===== src/hdl/uapq_pkg.sv =====
package uapq_pkg;

    localparam int DEPTH  = 16;
    localparam int IDX_W  = $clog2(DEPTH);
    localparam int CNT_W  = $clog2(DEPTH + 1);
    localparam int DATA_W = 32;
    localparam int PRI_W  = 16;
    localparam int OCC_W  = 5;
    localparam int STAT_W = 2;
    localparam int STEP_W = 4;

    localparam logic ACT_INSERT = 1'b0;
    localparam logic ACT_DELETE = 1'b1;

    localparam logic [STAT_W-1:0] ST_DONE  = 2'd0;
    localparam logic [STAT_W-1:0] ST_EMPTY = 2'd1;
    localparam logic [STAT_W-1:0] ST_FULL  = 2'd2;

    typedef struct packed {
        logic [PRI_W-1:0]  pri;
        logic [DATA_W-1:0] data;
    } t_entry;

    typedef enum logic [3:0] {
        OP_NONE,
        OP_LATCH,
        OP_INSERT,
        OP_DEL_INIT,
        OP_SCAN,
        OP_CMP_LAST,
        OP_SHIFT_PREP,
        OP_SHIFT,
        OP_SHIFT_LAST,
        OP_FINISH
    } t_op;

    typedef enum logic [2:0] {
        C_NEXT,
        C_ALWAYS,
        C_NO_ACCEPT,
        C_IS_INSERT,
        C_EMPTY,
        C_MORE,
        C_BEST_LAST,
        C_OUT_FREE
    } t_cond;

    typedef struct packed {
        t_op               op;
        t_cond             cond;
        logic [STEP_W-1:0] target;
    } t_uword;

    localparam logic [STEP_W-1:0] S_IDLE       = 4'd0;
    localparam logic [STEP_W-1:0] S_DISPATCH   = 4'd1;
    localparam logic [STEP_W-1:0] S_DEL_INIT   = 4'd2;
    localparam logic [STEP_W-1:0] S_SCAN       = 4'd3;
    localparam logic [STEP_W-1:0] S_SCAN_LAST  = 4'd4;
    localparam logic [STEP_W-1:0] S_SHIFT_PREP = 4'd5;
    localparam logic [STEP_W-1:0] S_SHIFT      = 4'd6;
    localparam logic [STEP_W-1:0] S_SHIFT_LAST = 4'd7;
    localparam logic [STEP_W-1:0] S_INSERT     = 4'd8;
    localparam logic [STEP_W-1:0] S_FIN        = 4'd9;
    localparam logic [STEP_W-1:0] S_FIN_WAIT   = 4'd10;

    // Microprogram: jump to target when the condition holds, else fall through.
    function automatic t_uword uapq_rom(input logic [STEP_W-1:0] step);
        t_uword w;
        case (step)
            S_IDLE:       w = '{OP_LATCH,      C_NO_ACCEPT, S_IDLE};
            S_DISPATCH:   w = '{OP_NONE,       C_IS_INSERT, S_INSERT};
            S_DEL_INIT:   w = '{OP_DEL_INIT,   C_EMPTY,     S_FIN};
            S_SCAN:       w = '{OP_SCAN,       C_MORE,      S_SCAN};
            S_SCAN_LAST:  w = '{OP_CMP_LAST,   C_NEXT,      S_IDLE};
            S_SHIFT_PREP: w = '{OP_SHIFT_PREP, C_BEST_LAST, S_SHIFT_LAST};
            S_SHIFT:      w = '{OP_SHIFT,      C_MORE,      S_SHIFT};
            S_SHIFT_LAST: w = '{OP_SHIFT_LAST, C_ALWAYS,    S_FIN};
            S_INSERT:     w = '{OP_INSERT,     C_NEXT,      S_IDLE};
            S_FIN:        w = '{OP_FINISH,     C_OUT_FREE,  S_IDLE};
            S_FIN_WAIT:   w = '{OP_NONE,       C_ALWAYS,    S_FIN};
            default:      w = '{OP_NONE,       C_ALWAYS,    S_IDLE};
        endcase
        return w;
    endfunction

endpackage


===== src/hdl/unsorted_array_priority_queue_unit.sv =====
// Priority queue of up to 16 entries (32-bit signed data, 16-bit priority,
// lower number served first) kept unsorted in a single-port-write RAM. Every
// input item yields exactly one result item. A delete scans the held entries
// for the minimum with one RAM read per cycle, then closes the gap with one
// read and one write per cycle; a delete on an empty queue does neither. A new
// item is taken while the previous result still waits in the output register.
module unsorted_array_priority_queue_unit (
    input  logic        i_clk,
    input  logic        i_rst_n,
    input  logic        s_axis_tvalid,
    output logic        s_axis_tready,
    input  logic [47:0] s_axis_tdata,  // item_data[31:0], item_priority[47:32]
    input  logic        s_axis_tuser,  // action[0]
    output logic        m_axis_tvalid,
    input  logic        m_axis_tready,
    output logic [55:0] m_axis_tdata,  // out_data[31:0], out_priority[47:32],
                                       // occupancy[52:48], zero[55:53]
    output logic [1:0]  m_axis_tuser   // status[1:0]
);

    localparam int IDX_W  = uapq_pkg::IDX_W;
    localparam int CNT_W  = uapq_pkg::CNT_W;
    localparam int PRI_W  = uapq_pkg::PRI_W;
    localparam int DATA_W = uapq_pkg::DATA_W;
    localparam int STEP_W = uapq_pkg::STEP_W;

    // sequencer
    logic [STEP_W-1:0] r_step, n_step;
    uapq_pkg::t_uword  uw;
    logic              cond_hit;

    // datapath
    logic                      r_act;
    uapq_pkg::t_entry          r_in;
    logic [CNT_W-1:0]          r_count;
    logic [CNT_W-1:0]          r_idx;
    logic                      r_rd_vld;
    logic [IDX_W-1:0]          r_rd_idx;
    logic [PRI_W:0]            r_best_pri;   // extra bit holds the start sentinel
    logic [IDX_W-1:0]          r_best_idx;
    logic [DATA_W-1:0]         r_best_data;
    logic [DATA_W-1:0]         r_res_data;
    logic [PRI_W-1:0]          r_res_pri;
    logic [uapq_pkg::STAT_W-1:0] r_status;

    // output register
    logic                      r_out_valid;
    logic [55:0]               r_m_tdata;
    logic [1:0]                r_m_tuser;

    logic                      accept;
    logic                      out_free;
    logic                      better;
    logic                      we;
    logic [IDX_W-1:0]          wr_addr;
    uapq_pkg::t_entry          wr_data;
    uapq_pkg::t_entry          rd_data;

    assign uw       = uapq_pkg::uapq_rom(r_step);
    assign s_axis_tready = (uw.op == uapq_pkg::OP_LATCH);
    assign accept   = s_axis_tvalid && s_axis_tready;
    assign out_free = !r_out_valid || m_axis_tready;
    assign better   = r_rd_vld && ({1'b0, rd_data.pri} < r_best_pri);

    always_comb begin
        case (uw.cond)
            uapq_pkg::C_NEXT:      cond_hit = 1'b0;
            uapq_pkg::C_ALWAYS:    cond_hit = 1'b1;
            uapq_pkg::C_NO_ACCEPT: cond_hit = !accept;
            uapq_pkg::C_IS_INSERT: cond_hit = (r_act == uapq_pkg::ACT_INSERT);
            uapq_pkg::C_EMPTY:     cond_hit = (r_count == '0);
            uapq_pkg::C_MORE:      cond_hit = ((r_idx + 1'b1) < r_count);
            uapq_pkg::C_BEST_LAST: cond_hit = ((CNT_W'(r_best_idx) + 1'b1) == r_count);
            uapq_pkg::C_OUT_FREE:  cond_hit = out_free;
            default:               cond_hit = 1'b1;
        endcase
        n_step = cond_hit ? uw.target : r_step + 1'b1;
    end

    // single write port: appends on insert, closes the gap on delete
    always_comb begin
        we      = 1'b0;
        wr_addr = r_count[IDX_W-1:0];
        wr_data = r_in;
        case (uw.op)
            uapq_pkg::OP_INSERT: begin
                we = (r_count != CNT_W'(uapq_pkg::DEPTH));
            end
            uapq_pkg::OP_SHIFT, uapq_pkg::OP_SHIFT_LAST: begin
                we      = r_rd_vld;
                wr_addr = r_rd_idx - 1'b1;
                wr_data = rd_data;
            end
            default: begin
                we = 1'b0;
            end
        endcase
    end

    uapq_store u_store (
        .i_clk     (i_clk),
        .i_we      (we),
        .i_wr_addr (wr_addr),
        .i_wr_data (wr_data),
        .i_rd_addr (r_idx[IDX_W-1:0]),
        .o_rd_data (rd_data)
    );

    always_ff @(posedge i_clk) begin
        if (!i_rst_n) begin
            r_step      <= uapq_pkg::S_IDLE;
            r_count     <= '0;
            r_rd_vld    <= 1'b0;
            r_out_valid <= 1'b0;
        end else begin
            r_step   <= n_step;
            r_rd_vld <= (uw.op == uapq_pkg::OP_SCAN) || (uw.op == uapq_pkg::OP_SHIFT);
            if ((uw.op == uapq_pkg::OP_FINISH) && out_free) begin
                r_out_valid <= 1'b1;
            end else if (m_axis_tready) begin
                r_out_valid <= 1'b0;
            end
            case (uw.op)
                uapq_pkg::OP_INSERT: begin
                    if (r_count != CNT_W'(uapq_pkg::DEPTH)) begin
                        r_count <= r_count + 1'b1;
                    end
                end
                uapq_pkg::OP_SHIFT_LAST: begin
                    r_count <= r_count - 1'b1;
                end
                default: begin
                end
            endcase
        end
    end

    // payload side of the datapath
    always_ff @(posedge i_clk) begin
        r_rd_idx <= r_idx[IDX_W-1:0];
        case (uw.op)
            uapq_pkg::OP_LATCH: begin
                if (accept) begin
                    r_act      <= s_axis_tuser;
                    r_in.data  <= s_axis_tdata[31:0];
                    r_in.pri   <= s_axis_tdata[47:32];
                    r_res_data <= '0;
                    r_res_pri  <= '0;
                    r_status   <= uapq_pkg::ST_DONE;
                end
            end
            uapq_pkg::OP_INSERT: begin
                if (r_count == CNT_W'(uapq_pkg::DEPTH)) begin
                    r_status <= uapq_pkg::ST_FULL;
                end
            end
            uapq_pkg::OP_DEL_INIT: begin
                if (r_count == '0) begin
                    r_status <= uapq_pkg::ST_EMPTY;
                end
                r_idx      <= '0;
                r_best_pri <= {1'b1, {PRI_W{1'b0}}};
                r_best_idx <= '0;
            end
            uapq_pkg::OP_SCAN, uapq_pkg::OP_CMP_LAST: begin
                if (uw.op == uapq_pkg::OP_SCAN) begin
                    r_idx <= r_idx + 1'b1;
                end
                // strict compare keeps the earliest entry on a tie
                if (better) begin
                    r_best_pri  <= {1'b0, rd_data.pri};
                    r_best_idx  <= r_rd_idx;
                    r_best_data <= rd_data.data;
                end
            end
            uapq_pkg::OP_SHIFT_PREP: begin
                r_idx      <= CNT_W'(r_best_idx) + 1'b1;
                r_res_data <= r_best_data;
                r_res_pri  <= r_best_pri[PRI_W-1:0];
            end
            uapq_pkg::OP_SHIFT: begin
                r_idx <= r_idx + 1'b1;
            end
            uapq_pkg::OP_FINISH: begin
                if (out_free) begin
                    r_m_tdata <= {3'b000, uapq_pkg::OCC_W'(r_count), r_res_pri, r_res_data};
                    r_m_tuser <= r_status;
                end
            end
            default: begin
            end
        endcase
    end

    assign m_axis_tvalid = r_out_valid;
    assign m_axis_tdata  = r_m_tdata;
    assign m_axis_tuser  = r_m_tuser;

    assert property (@(posedge i_clk) disable iff (!i_rst_n)
        r_count <= CNT_W'(uapq_pkg::DEPTH))
        else $error("entry count above depth");

    assert property (@(posedge i_clk) disable iff (!i_rst_n)
        we |-> (CNT_W'(wr_addr) < r_count) || (uw.op == uapq_pkg::OP_INSERT))
        else $error("gap-closing write outside held entries");

    assert property (@(posedge i_clk) disable iff (!i_rst_n)
        (m_axis_tvalid && (m_axis_tuser != uapq_pkg::ST_DONE))
        |-> (m_axis_tdata[47:0] == '0))
        else $error("refused item carries payload");

    assert property (@(posedge i_clk) disable iff (!i_rst_n)
        (uw.op == uapq_pkg::OP_SHIFT_PREP) |-> (r_best_pri[PRI_W] == 1'b0))
        else $error("delete found no minimum");

endmodule


===== src/hdl/uapq_store.sv =====
module uapq_store (
    input  logic                      i_clk,
    input  logic                      i_we,
    input  logic [uapq_pkg::IDX_W-1:0] i_wr_addr,
    input  uapq_pkg::t_entry          i_wr_data,
    input  logic [uapq_pkg::IDX_W-1:0] i_rd_addr,
    output uapq_pkg::t_entry          o_rd_data
);

    uapq_pkg::t_entry r_mem [uapq_pkg::DEPTH];
    uapq_pkg::t_entry r_rd_data;

    always_ff @(posedge i_clk) begin
        if (i_we) begin
            r_mem[i_wr_addr] <= i_wr_data;
        end
        r_rd_data <= r_mem[i_rd_addr];
    end

    assign o_rd_data = r_rd_data;

endmodule

===== config.mk =====
export PLATFORM = sky130hd
export DESIGN_NAME = unsorted_array_priority_queue_unit
export DESIGN_NICKNAME = d
export VERILOG_FILES = /design/src/hdl/uapq_pkg.sv /design/src/hdl/unsorted_array_priority_queue_unit.sv /design/src/hdl/uapq_store.sv
export SDC_FILE = /design/constraint.sdc
export NUM_CORES = 1
export LEC_CHECK = 0
export BUFFER_PORTS_ARGS = -buffer_cell sky130_fd_sc_hd__buf_2
export CORE_MARGIN = 4
export CORE_UTILIZATION = 30
export CTS_BUF_LIST = sky130_fd_sc_hd__clkbuf_8
export CTS_CLUSTER_SIZE = 20
export DETAILED_ROUTE_END_ITERATION = 10
export SLEW_MARGIN = 20
export SYNTH_ARGS = -nofsm -noshare
export SYNTH_HDL_FRONTEND = slang
export SYNTH_SLANG_ARGS = --single-unit

===== constraint.sdc =====
create_clock -name i_clk -period 4.5 [get_ports i_clk]
set_input_delay 0 -clock i_clk [delete_from_list [all_inputs] [get_ports i_clk]]
set_output_delay 0 -clock i_clk [all_outputs]
set_load 0.005 [all_outputs]

======== Yosys cells after proc, flatten, opt, wreduce, memory -nomap -nowiden ========
Memory sizes are Yosys's and may differ from the RTL's. A register that Yosys moved wholly into a read port is not among the register bits.
Index checks and enable logic that the tools add are counted.
W data, S select, Z words.
cells by class
  add/sub/neg operators ................... 6
  magnitude comparators ................... 2
  equality and inequality tests ........... 25
  mux-type cells .......................... 26
  bitwise logic cells ..................... 1
  reduce and logical (&&, ||, !) cells .... 25
operator list
  kind                   count
  $pmux W32 S2           1
  $mux W48               1
  $pmux W17 S2           1
  $mux W32               1
  $pmux W16 S2           1
  $pmux W5 S4            1
  $lt A16 B17 Y1         1
  $mux W17               1
  $eq A4 B3 Y1 const B   4
  $mux W16               1
  $mux W4                4
  $reduce_and A2 Y1      7
  $eq A3 B3 Y1 const B   4
  $add A5 B1 Y5 const B  2
  $mux W5                2
  $ne A2 B2 Y1 const B   5
  $pmux W5 S2            1
  $eq A4 B2 Y1 const B   2
  $eq A4 B4 Y1 const B   2
  $pmux W1 S8            1
  $pmux W4 S2            1
  $reduce_bool A2 Y1     4
  $eq A3 B2 Y1 const B   2
  $mux W2                3
  other kinds (24)       32
storage, ports and cells
  register bits after elaboration ......... 227
  RAM bits ................................ 768
  bits in read-only memories .............. 176
  output and inout bits ................... 60
  word-level logic and storage cells ...... 104
  memories ................................ 2
memories
  memory            words  bits a word  rd ports  clocked after memory_dff  write ports  RTL line          source
  u_store.r_mem     16     48           1         1                         1            uapq_store.sv:10  uapq_pkg::t_entry r_mem [uapq_pkg::DEPTH];
  (name not given)  16     11           1         1                         0            uapq_pkg.sv:69    case (step)

======== Logic depth before layout (Yosys ltp) ========
Gate-level depths: netlist of the first run.
  depth in word-level cells ............... 6
  mapped depth ............................ 16
  depth with buffers taken out ............ 13

======== Hierarchy ========
From an unflattened synthesis of the first run, not the netlist that was laid out.
second synthesis, totals
  cells, all modules ...................... 1858
  area, all modules ....................... 39354.0 µm²
by module, submodules not included
  module                              instances  cells an instance  area an instance (µm²)
  uapq_store                          1          1242               29691.0
  unsorted_array_priority_queue_unit  1          616                9663.0

======== Worst setup path before layout of the first run ========
OpenSTA, ideal clock, no wires.
  kind .................................... reg2reg
  from .................................... register uw[10] (netlist name)
  to ...................................... register r_m_tdata[0] (netlist: m_axis_tdata[0]), enable pin
  library setup time ...................... 536 ps
  arrival time ............................ 4389 ps
  path slack .............................. -424 ps
  stages on the path, launching flop included .. 4
  cells stage by stage .................... dfxtp_1 clkbuf_1 nand2b_1 nor3_1
on the way
  word-level cells in the longest chain between the ends .. 2
RTL lines
  element                             RTL line                                   source
  $eq A4 B4 Y1                        unsorted_array_priority_queue_unit.sv:141  case (uw.op)
  $reduce_and A2 Y1 (no source line)  n/a
  to (signal assigned)                unsorted_array_priority_queue_unit.sv:186  r_m_tdata <= {3'b000, uapq_pkg::OCC_W'(r_count), r_res_pri, r_res_data};
  to (decl)                           unsorted_array_priority_queue_unit.sv:48   logic [55:0] r_m_tdata;
Every way passes these cells.
A chain may end at the register's enable or synchronous reset.

======== Final worst setup path of the first run ========
  from .................................... register r_idx[1]
  to ...................................... register uw[8] (netlist name)
on the way
  word-level cells in the longest chain between the ends .. 5
RTL lines
  element                   RTL line                                   source
  from (decl)               unsorted_array_priority_queue_unit.sv:36   logic [CNT_W-1:0] r_idx;
  from (signal assigned)    unsorted_array_priority_queue_unit.sv:167  r_idx <= r_idx + 1'b1;
  from (signal assigned)    unsorted_array_priority_queue_unit.sv:177  r_idx <= CNT_W'(r_best_idx) + 1'b1;
  from (signal assigned)    unsorted_array_priority_queue_unit.sv:182  r_idx <= r_idx + 1'b1;
  $add A5 B1 Y5             unsorted_array_priority_queue_unit.sv:72   uapq_pkg::C_MORE: cond_hit = ((r_idx + 1'b1) < r_count);
  $lt A5 B5 Y1              unsorted_array_priority_queue_unit.sv:72
  $pmux W1 S8               unsorted_array_priority_queue_unit.sv:66   case (uw.cond)
  $mux W4                   unsorted_array_priority_queue_unit.sv:77   n_step = cond_hit ? uw.target : r_step + 1'b1;
  $mux W4 (no source line)  n/a
Every way passes these cells.

==> flow_summary_export.csv, run 1 <==
group,metric,value,unit
routing,dr.first_iter.drc_count,1861,
synthesis,synthFlopType,"edfxtp_1",
floorplanning,die_w,370,um
timing,worst_pin_slew,1.18,ns
pwr,p_leak,15.4,nW
finish,design_area,46900,um^2
floorplanning,row_count,132,
critical_path,r2r_setup_slack,0.62,ns
critical_path,crit_path_frequent_cell,"o21ai_0",
placement,placedCellCount,3569,
synthesis,synth_top_family_by_area,"multiplexers",
grt,grt_antenna_before_repair,3,
run,maxCapViolations,0,
clock_network,cts_buffer_depth,3,
critical_path,required,5.21,ns
timing,fmax,257,MHz
critical_path,cp_num_buf_inv,2,
critical_path,cp.arrival,4.60,ns
critical_path,worstSetupStartpoint,"r_idx[1]",
clock_network,cts-root-buf,"clkbuf_8",
timing,slew_violations,0,
finish,regArea,30900,um^2
finish,fillCellCount,11900,
synthesis,synth_mux_area_share,15.3,%
synthesis,async_flop_share,0,%
critical_path,crit_family,"compound AO/OA/AOI/OAI gates",
routing,ant_nets,0,
grt,first_global_vias,20000,
placement,placed_cell_area,42400,um^2
clock_network,clk_pin_slew_worst_paths,0.06,ns
critical_path,slowest_stage,"buf_4",
floorplanning,die_area,137000,um^2
synthesis,synth-edff-count,980,
finish,final_cells,3988,
critical_path,reg2reg_from,"r_idx[1]",
clock_network,cts_tree,"yes",
placement,dp_hpwl,50700,um
critical_path,crit_path_end_kind,"flip-flop",
routing,first_pass_iters,7,
finish,utilization,36.1,%
critical_path,worst-path-stages,12,
finish,multi_input_area,8230,um^2
hold_path,worstHoldPathType,"in2reg",
routing,wl,91400,um
clock_network,htreeDepth,4,
hold_path,min_from,"m_axis_tready",
critical_path,rr_endpoint,"uw[8]",
clock_network,cts_inserted_buffers,170,
synthesis,synth-compound-area-share,1.16,%
routing,vias_per_cell,4.74,
synthesis,ys_warn_count,0,
critical_path,worstPathMaxFanout,41,
pwr,ir_drop,0.317,mV
grt,grt_usage,13.4,%
critical_path,startpoint_type,"flip-flop",
timing,fin_crit,3.88,ns
timing,setup-violations-final,0,
synthesis,synthAdderAreaFrac,1.03,%
clock_network,cts.sinks,1054,
placement,io_buffer_count,109,
critical_path,crit_type,"reg2reg",
finish,area.growth.synth_to_final,19.1,%
routing,routedWlPerCell,22.9,um
floorplanning,start_util,30.3,%
clock_network,clk_latency,0.86,ns
timing,tns,0,ns
timing,hold_viol,0,
synthesis,avgSynthCellArea,22.4,um^2
floorplanning,die_h,370,um
pwr,finalPower,24.5,mW
placement,gp_congestion,0.797,
status,status,"complete, no violations",
finish,layout-drive-gt1-share,31.2,%
critical_path,ff2ff_path_depth,12,
synthesis,synth_xor_area_share,0.511,%
synthesis,ys_types,60,
pwr,power_density,523,nW/um^2
finish,nets,2185,
floorplanning,fp.coreArea,130000,um^2
critical_path,cp_slowest_stage_delay,0.56,ns
timing,relSlewSlack,21.5,%
synthesis,synth-seq-cells,1054,
critical_path,path_cells,"buf_4, nand3_1, xnor2_1, ha_1, o21ai_0, o21ai_0, nand3_2, o21ai_0, inv_1, ha_1, and3_1, a211o_1",
synthesis,synth_area,39400,um^2
synthesis,netlist_instances,1759,
routing,drc,0,
floorplanning,io_pins,113,
timing,post-route-period-util,86.3,%
clock_network,post_cts_buffers,0,
grt,grt_first_pass_wirelength,134000,um
routing,vias,18900,
clock_network,cts-resized-gates,0,
finish,layout_common_cells,"edfxtp_1 (980), mux4_2 (240), clkbuf_8 (194)",
grt,grt_max_degree,155,
synthesis,yosys.area_share.simple,2.33,%
synthesis,seq_area_frac_synth,78.4,%
critical_path,setup.worst_path.end,"uw[8]",
timing,grt_setup_unrepaired,"false",
finish,final_common_cell,"edfxtp_1",
timing,final.setup_skew,0.0443,ns
grt,overflow,0,
[cell type report]
class,count,area share (%)
multi-input cells,595,17.5
repair buffers,247,4.31
diodes,1,0.00533
clock buffers,194,5.69
well taps,1742,4.64
clock inverters,123,1.70
inverters,32,0.261
flip-flops and latches,1054,65.9
[routing by layer]
layer / GRT usage, % / up-vias / part of all wire, %
li1: - / 7980 / -
met1: 18.5 / 10100 / 44
met2: 20.7 / 710 / 47
met3: 3.58 / 135 / 7.5
met5: 0 / - / 0
met4: 3.89 / 0 / 2.0
[per-stage QoR]
step / setup WS [ns] / hold slack, ns
2_1_floorplan: 0.257 / 0.0989
3_3_place_gp: 0.577 / 0.177
3_5_place_dp: 0.623 / 0.179
4_1_cts: 0.620 / 0.0134
5_1_grt: 0.323 / 0.100
6_report: 0.616 / 0.129
[cell families after synthesis]
group                      after synthesis
and+or+nand+nor                        175
AOI/OAI and AO/OA                       66
DFF                                   1054
xor gates and xnor gates                23
buffers and inverters                  112
other                                    1
muxes                                  296
adders and majority gates               32
[timing repair]
action                                  CTS  global route
endpoints found under the setup margin    0             0
hold endpoints to repair                 73             0
hold buffers                            101             0
[how the worst min path moves through the flow]
| stage | slack (ns) | cells past startpoint | end |
|---|---|---|---|
| 6_report | 0.13 | 6 | r_step[1] |
| 5_1_grt | 0.10 | 6 | r_step[1] |
| 4_1_cts | 0.01 | 6 | r_step[1] |
| 3_5_place_dp | 0.18 | 1 | r_in[27] |
| 3_3_place_gp | 0.18 | 1 | r_in[34] |
| 2_1_floorplan | 0.1 | 0 | r_act |
[state kept, by name, summed over array words and instances, names as in the netlist]
signal	cells
r_count	5
r_rd_vld	1
r_idx	5
m_axis_tdata	53
r_best_pri	17
r_best_idx	4
u_store.o_rd_data	48
uw	11
r_in	48
r_rd_idx	4
m_axis_tvalid	1
r_step	4
r_res_pri	16
m_axis_tuser	2
r_best_data	32
r_status	2
r_act	1
u_store.r_mem	768
r_res_data	32
[where the power goes]
group | total, mW | internal (mW) | switching, mW
combinational | 3.85 | 1.58 | 2.28
clock | 8.17 | 4.31 | 3.86
sequential | 12.5 | 12.1 | 0.454
[cell usage after synthesis, types with 6 or more instances]
library cell  count  area (um^2)
dfxtp_1          74         1480
and3_1           36          225
ha_1             31          388
o21ai_0          15         75.1
clkbuf_1         49          184
edfxtp_1        980        29400
mux4_2          240         5410
inv_1            31          116
nand2b_1          8         50.1
xor2_1            7         61.3
nand2_1          31          116
nand3_1           7         35.0
nor2_1           45          169
a21o_1            8         60.1
mux2_2           48          541
a21oi_1           9         45.0
mux2i_1           6         60.1
buf_2            24          120
and2_1           24          150
nor3_1            6         30.0
xnor2_1          16          140
[worst reg2reg max path, cell delays in order, from the launching register on]
cell      delay [ns]
edfxtp_1        0.38
buf_4           0.56
nand3_1         0.18
xnor2_1         0.27
ha_1            0.22
o21ai_0         0.09
o21ai_0         0.25
nand3_2         0.34
o21ai_0         0.55
inv_1           0.15
ha_1            0.38
and3_1          0.18
a211o_1         0.23
Power figures use the tool's default switching activity.
==> run 2, diff against run 1 <==
==> constraint.sdc (replaced) <==
create_clock -name i_clk -period 4 [get_ports i_clk]
set_input_delay 0 -clock i_clk [delete_from_list [all_inputs] [get_ports i_clk]]
set_output_delay 0 -clock i_clk [all_outputs]
set_load 0.005 [all_outputs]
==> run 2 against run 1 <==
  * Total power rose by 11%
  * Sequential cell count unchanged
  * Wire length decreased by 4.8%
  * Worst hold slack worse by 0.0075 ns
  * Count of clock-buffer cells in the layout stayed put
  * Critical path depth increased by 1
  * First-iteration DRC count down 12%
  * Combinational power is 7.5% higher
  * Sequential share of layout area is 0.15 points lower
  * Worst setup slack got worse by 0.22 ns
  * Die area unchanged
  * Critical endpoint unchanged
  * Largest power group unchanged
==> flow_summary_export.csv, run 2 (synthesis gave the netlist of run 1 again) <==
group,metric,value,unit
pwr,finalPower,27.2,mW
timing,grt_setup_unrepaired,"false",
clock_network,clk_latency,0.83,ns
status,status,"complete, no violations",
routing,ant_nets,0,
finish,largest_reg_flops,768,
finish,area.growth.synth_to_final,19.3,%
finish,regMostFlops,"u_store.r_mem",
timing,slew_violations,0,
critical_path,ff2ff_path_depth,13,
clock_network,cts-root-buf,"clkbuf_8",
critical_path,cp_num_buf_inv,2,
clock_network,cts.sinks,1054,
timing,fin_crit,3.60,ns
placement,dp_slack,0.153,ns
grt,overflow,0,
critical_path,crit_family,"simple AND/OR/NAND/NOR gates",
grt,grt_usage,12.7,%
clock_network,htreeDepth,4,
routing,drc,0,
routing,dr.first_iter.drc_count,1640,
routing,vias_per_cell,4.63,
run,maxCapViolations,0,
placement,placedCellCount,3581,
grt,grt_antenna_before_repair,4,
finish,layout_common_cells,"edfxtp_1 (980), mux4_2 (240), clkbuf_8 (194)",
pwr,ir_drop,0.328,mV
timing,setup-violations-final,0,
critical_path,required,4.72,ns
timing,fmax,278,MHz
finish,final_cells,4005,
timing,relSlewSlack,30.0,%
clock_network,cts_tree,"yes",
placement,dp_hpwl,46000,um
critical_path,slowest_stage,"buf_4",
finish,fillCellCount,11900,
critical_path,crit_path_end_kind,"flip-flop",
critical_path,setup.worst_path.end,"uw[8]",
grt,grt_max_degree,143,
hold_path,min_from,"i_rst_n",
finish,layout-drive-gt1-share,31.1,%
floorplanning,die_area,137000,um^2
pwr,p_leak,15.5,nW
timing,hold_slack,0.122,ns
routing,vias,18600,
floorplanning,row_count,132,
finish,nets,2199,
clock_network,cts_inserted_buffers,172,
critical_path,crit_type,"reg2reg",
critical_path,cp_slowest_stage_delay,0.49,ns
critical_path,reg2reg_from,"r_idx[0]",
critical_path,path_cells,"buf_4, nand3_1, xnor2_1, ha_1, o21ai_0, o21ai_0, nand3_2, mux2i_1, and2_1, inv_1, ha_1, and3_1, a211o_1",
floorplanning,io_pins,113,
clock_network,cts_buffer_depth,3,
floorplanning,die_w,370,um
critical_path,startpoint_type,"flip-flop",
finish,final_common_cell,"edfxtp_1",
placement,io_buffer_count,109,
critical_path,worstSetupStartpoint,"r_idx[0]",
routing,first_pass_iters,5,
timing,post-route-period-util,90.0,%
clock_network,clk_pin_slew_worst_paths,0.07,ns
hold_path,worstHoldPathType,"in2reg",
placement,gp_congestion,0.757,
timing,layout_setup_ws,0.398,ns
timing,final.setup_skew,0.0536,ns
timing,hold_viol,0,
critical_path,rr_endpoint,"uw[8]",
routing,wl,87000,um
critical_path,cp.arrival,4.32,ns
timing,tns,0,ns
critical_path,worst-path-stages,13,
grt,first_global_vias,19700,
clock_network,post_cts_buffers,0,
critical_path,r2r_setup_slack,0.40,ns
critical_path,worstPathMaxFanout,28,
pwr,power_density,579,nW/um^2
floorplanning,die_h,370,um
floorplanning,fp.coreArea,130000,um^2
floorplanning,start_util,30.3,%
routing,routedWlPerCell,21.7,um
timing,worst_pin_slew,1.05,ns
grt,grt_first_pass_wirelength,129000,um
==> run 2: changes by cell type in the layout (fill, tap and decap cells not counted), sizes merged <==
cell and change:
clkinv +9, clkinvlp -5, inv +1, buf +12
==> run 2: power by group <==
part / leakage [nW] / total, mW / switching, mW / internal (mW)
Combinational: 4.01 / 4.14 / 2.36 / 1.78
Clock: 1.99 / 9.12 / 4.29 / 4.83
Sequential: 9.50 / 14.0 / 0.430 / 13.6
==> run 2: per-stage QoR <==
step	cell area [um^2]	utilization [%]
after floorplan	39500	-
after global placement	42600	32.8
after detailed placement	42600	32.8
after CTS	47000	36.2
after global routing	47000	36.2
final	47000	36.2
==> run 2: layout make-up <==
class                           count  area, um^2  area share, %
Sequential cell                  1054       30900           65.7
Multi-Input combinational cell    595        8220           17.5
Clock buffer                      194        2670           5.68
Tap cell                         1742        2180           4.63
Timing Repair Buffer              259        2170           4.60
Clock inverter                    128         767           1.63
Inverter                           32         123          0.261
Antenna cell                        1        2.50        0.00532
==> run 2: worst min path at each step <==
stage	depth (start not counted)	slack, ns	end
floorplan	0	0.1	r_act
global placement	1	0.18	r_in[47]
detailed placement	1	0.18	r_in[42]
CTS	3	0.02	r_count[1]
global route	3	0.10	r_count[1]
finish	3	0.12	r_count[1]
==> run 2: repair_timing <==
| item | 4_1_cts | 5_1_grt |
|---|---|---|
| gates resized for setup | 0 | 1 |
| setup endpoints to repair | 0 | 1 |
| hold buffers | 101 | 0 |
| hold endpoints to repair | 96 | 0 |
==> run 2: worst register-to-register path, stage by stage, from the launching register on <==
cell and delay, ns:
edfxtp_1 0.35, buf_4 0.49, nand3_1 0.18, xnor2_1 0.27, ha_1 0.21, o21ai_0 0.09, o21ai_0 0.19, nand3_2 0.32
mux2i_1 0.30, and2_1 0.26, inv_1 0.10, ha_1 0.34, and3_1 0.18, a211o_1 0.24
==> run 2: layer usage <==
metal,up-vias,track usage [%],share of wire (%)
met5,-,0,0
met4,0,3.64,1.7
met3,116,2.66,5.7
met2,556,20.3,48
met1,9859,17.6,44
li1,8024,-,-
==> run 3, diff against run 2 <==
--- a/config.mk
+++ b/config.mk
@@ -8,7 +8,7 @@
 export BUFFER_PORTS_ARGS = -buffer_cell sky130_fd_sc_hd__buf_2
 export CORE_MARGIN = 4
 export CORE_UTILIZATION = 30
-export CTS_BUF_LIST = sky130_fd_sc_hd__clkbuf_8
+export CTS_BUF_LIST = sky130_fd_sc_hd__clkbuf_4 sky130_fd_sc_hd__clkbuf_8
 export CTS_CLUSTER_SIZE = 20
 export DETAILED_ROUTE_END_ITERATION = 10
 export SLEW_MARGIN = 20
==> run 3 against run 2 <==
  * Global-route usage hardly changed
  * Non-clock buffer count stayed put
  * Sequential share of layout area decreased by 0.33 points
  * Combinational power barely moved
  * Wire length grew 0.17%
  * Final cell count stayed put
  * Sequential power hardly changed
  * Sequential cell count stayed put
  * Count of clock-buffer cells in the layout grew 63
  * Register-to-register slack improved by 0.03 ns
  * Core utilization rose by 0.18 points
==> flow_summary_export.csv, run 3 (synthesis gave the netlist of run 1 again) <==
group,metric,value,unit
status,status,"complete, no violations",
timing,tns,0,ns
timing,final.setup_skew,0.0494,ns
timing,relSlewSlack,28.6,%
timing,slew_violations,0,
pwr,power_density,589,nW/um^2
floorplanning,die_h,370,um
floorplanning,die_w,370,um
timing,worst_pin_slew,1.07,ns
routing,drc,0,
routing,vias_per_cell,4.63,
timing,fmax,280,MHz
clock_network,cts_buffer_depth,3,
routing,first_pass_iters,5,
finish,area.growth.synth_to_final,19.9,%
floorplanning,start_util,30.3,%
grt,grt_max_degree,143,
pwr,p_leak,15.5,nW
routing,wl,87100,um
timing,layout_setup_ws,0.428,ns
clock_network,cts_tree,"yes",
clock_network,cts-root-buf,"clkbuf_8",
finish,design_area,47300,um^2
placement,gp_congestion,0.757,
critical_path,cp.arrival,4.29,ns
placement,dp_hpwl,46000,um
timing,grt_setup_unrepaired,"false",
floorplanning,die_area,137000,um^2
placement,io_buffer_count,109,
pwr,ir_drop,0.328,mV
finish,nets,2199,
finish,fillCellCount,11900,
grt,overflow,0,
finish,final_cells,4005,
routing,dr.first_iter.drc_count,1660,
routing,vias,18600,
finish,regMostFlops,"u_store.r_mem",
critical_path,ff2ff_path_depth,13,
critical_path,crit_type,"reg2reg",
placement,placed_cell_area,42600,um^2
grt,grt_first_pass_wirelength,129000,um
timing,post-route-period-util,89.3,%
timing,setup-violations-final,0,
floorplanning,io_pins,113,
critical_path,crit_path_end_kind,"flip-flop",
finish,largest_reg_flops,768,
pwr,finalPower,27.8,mW
grt,grt_usage,12.7,%
timing,fin_crit,3.57,ns
critical_path,worstPathMaxFanout,28,
placement,dp_slack,0.153,ns
hold_path,min_path_cells,3,
clock_network,clk_latency,0.84,ns
grt,grt_antenna_before_repair,4,
critical_path,startpoint_type,"flip-flop",
hold_path,worstHoldPathType,"in2reg",
floorplanning,row_count,132,
finish,final_common_cell,"edfxtp_1",
grt,first_global_vias,19800,
finish,layout-drive-gt1-share,33.9,%
clock_network,cts.sinks,1054,
run,maxCapViolations,0,
clock_network,clk_pin_slew_worst_paths,0.07,ns
placement,placedCellCount,3581,
routing,routedWlPerCell,21.8,um
finish,layout_common_cells,"edfxtp_1 (980), mux4_2 (240), clkbuf_8 (194)",
clock_network,post_cts_buffers,0,
critical_path,required,4.72,ns
floorplanning,fp.coreArea,130000,um^2
timing,hold_viol,0,
routing,ant_nets,0,
clock_network,htreeDepth,4,
clock_network,cts_inserted_buffers,172,
run 3: cell types whose count changed in the layout (fill, tap and decap cells not counted), sizes merged:
| cell | change |
|---|---|
| clkbuf | +63 |
| inv | -63 |
run 3: worst paths after layout:
check | start | end | slack [ns]
worst max-delay path | r_idx[0] | uw[8] | 0.43
worst min-delay path | i_rst_n | r_count[1] | 0.13
worst max register to register | r_idx[0] | uw[8] | 0.43
worst min register to register | r_res_pri[7] | m_axis_tdata[39] | 0.40
run 3: critical path, stage by stage (launching register included):
cell	delay [ns]
edfxtp_1	0.35
buf_4	0.49
nand3_1	0.18
xnor2_1	0.25
ha_1	0.21
o21ai_0	0.09
o21ai_0	0.19
nand3_2	0.32
mux2i_1	0.30
and2_1	0.26
inv_1	0.10
ha_1	0.34
and3_1	0.18
a211o_1	0.24
run 3: where the power goes:
part           total (mW)  internal (mW)  switching [mW]
combinational        4.14           1.78            2.36
clock                9.71           5.42            4.29
sequential           14.0           13.6           0.430
total                27.8           20.8            7.08
run 3: what timing repair did:
action / CTS / global route
endpoints found under the setup margin: 0 / 1
hold endpoints to repair: 96 / 0
hold buffers: 101 / 0
resized for setup: 0 / 1
run 3: cell type report:
class / count / area [um^2] / area share, %
sequential: 1054 / 30900 / 65.4
multi-input combinational: 595 / 8220 / 17.4
clock buffer: 257 / 3140 / 6.65
tap: 1742 / 2180 / 4.61
timing repair buffer: 259 / 2170 / 4.58
clock inverter: 65 / 531 / 1.12
inverter: 32 / 123 / 0.259
antenna: 1 / 2.50 / 0.00529
run 3: through the flow:
step / hold WS, ns / utilization (%)
3_5_place_dp: 0.178 / 32.8
6_report: 0.128 / 36.4
5_1_grt: 0.103 / 36.4
4_1_cts: 0.0219 / 36.4
2_1_floorplan: 0.0989 / -
3_3_place_gp: 0.181 / 32.8
run 3: per-layer routing:
layer | vias up | GRT usage (%) | wire length (um) | share of wire [%]
li1 | 8017 | - | - | -
met1 | 9885 | 17.6 | 38600 | 44
met2 | 535 | 20.3 | 42200 | 48
met3 | 115 | 2.68 | 4940 | 5.7
met4 | 0 | 3.60 | 1440 | 1.6
met5 | - | 0 | 0 | 0
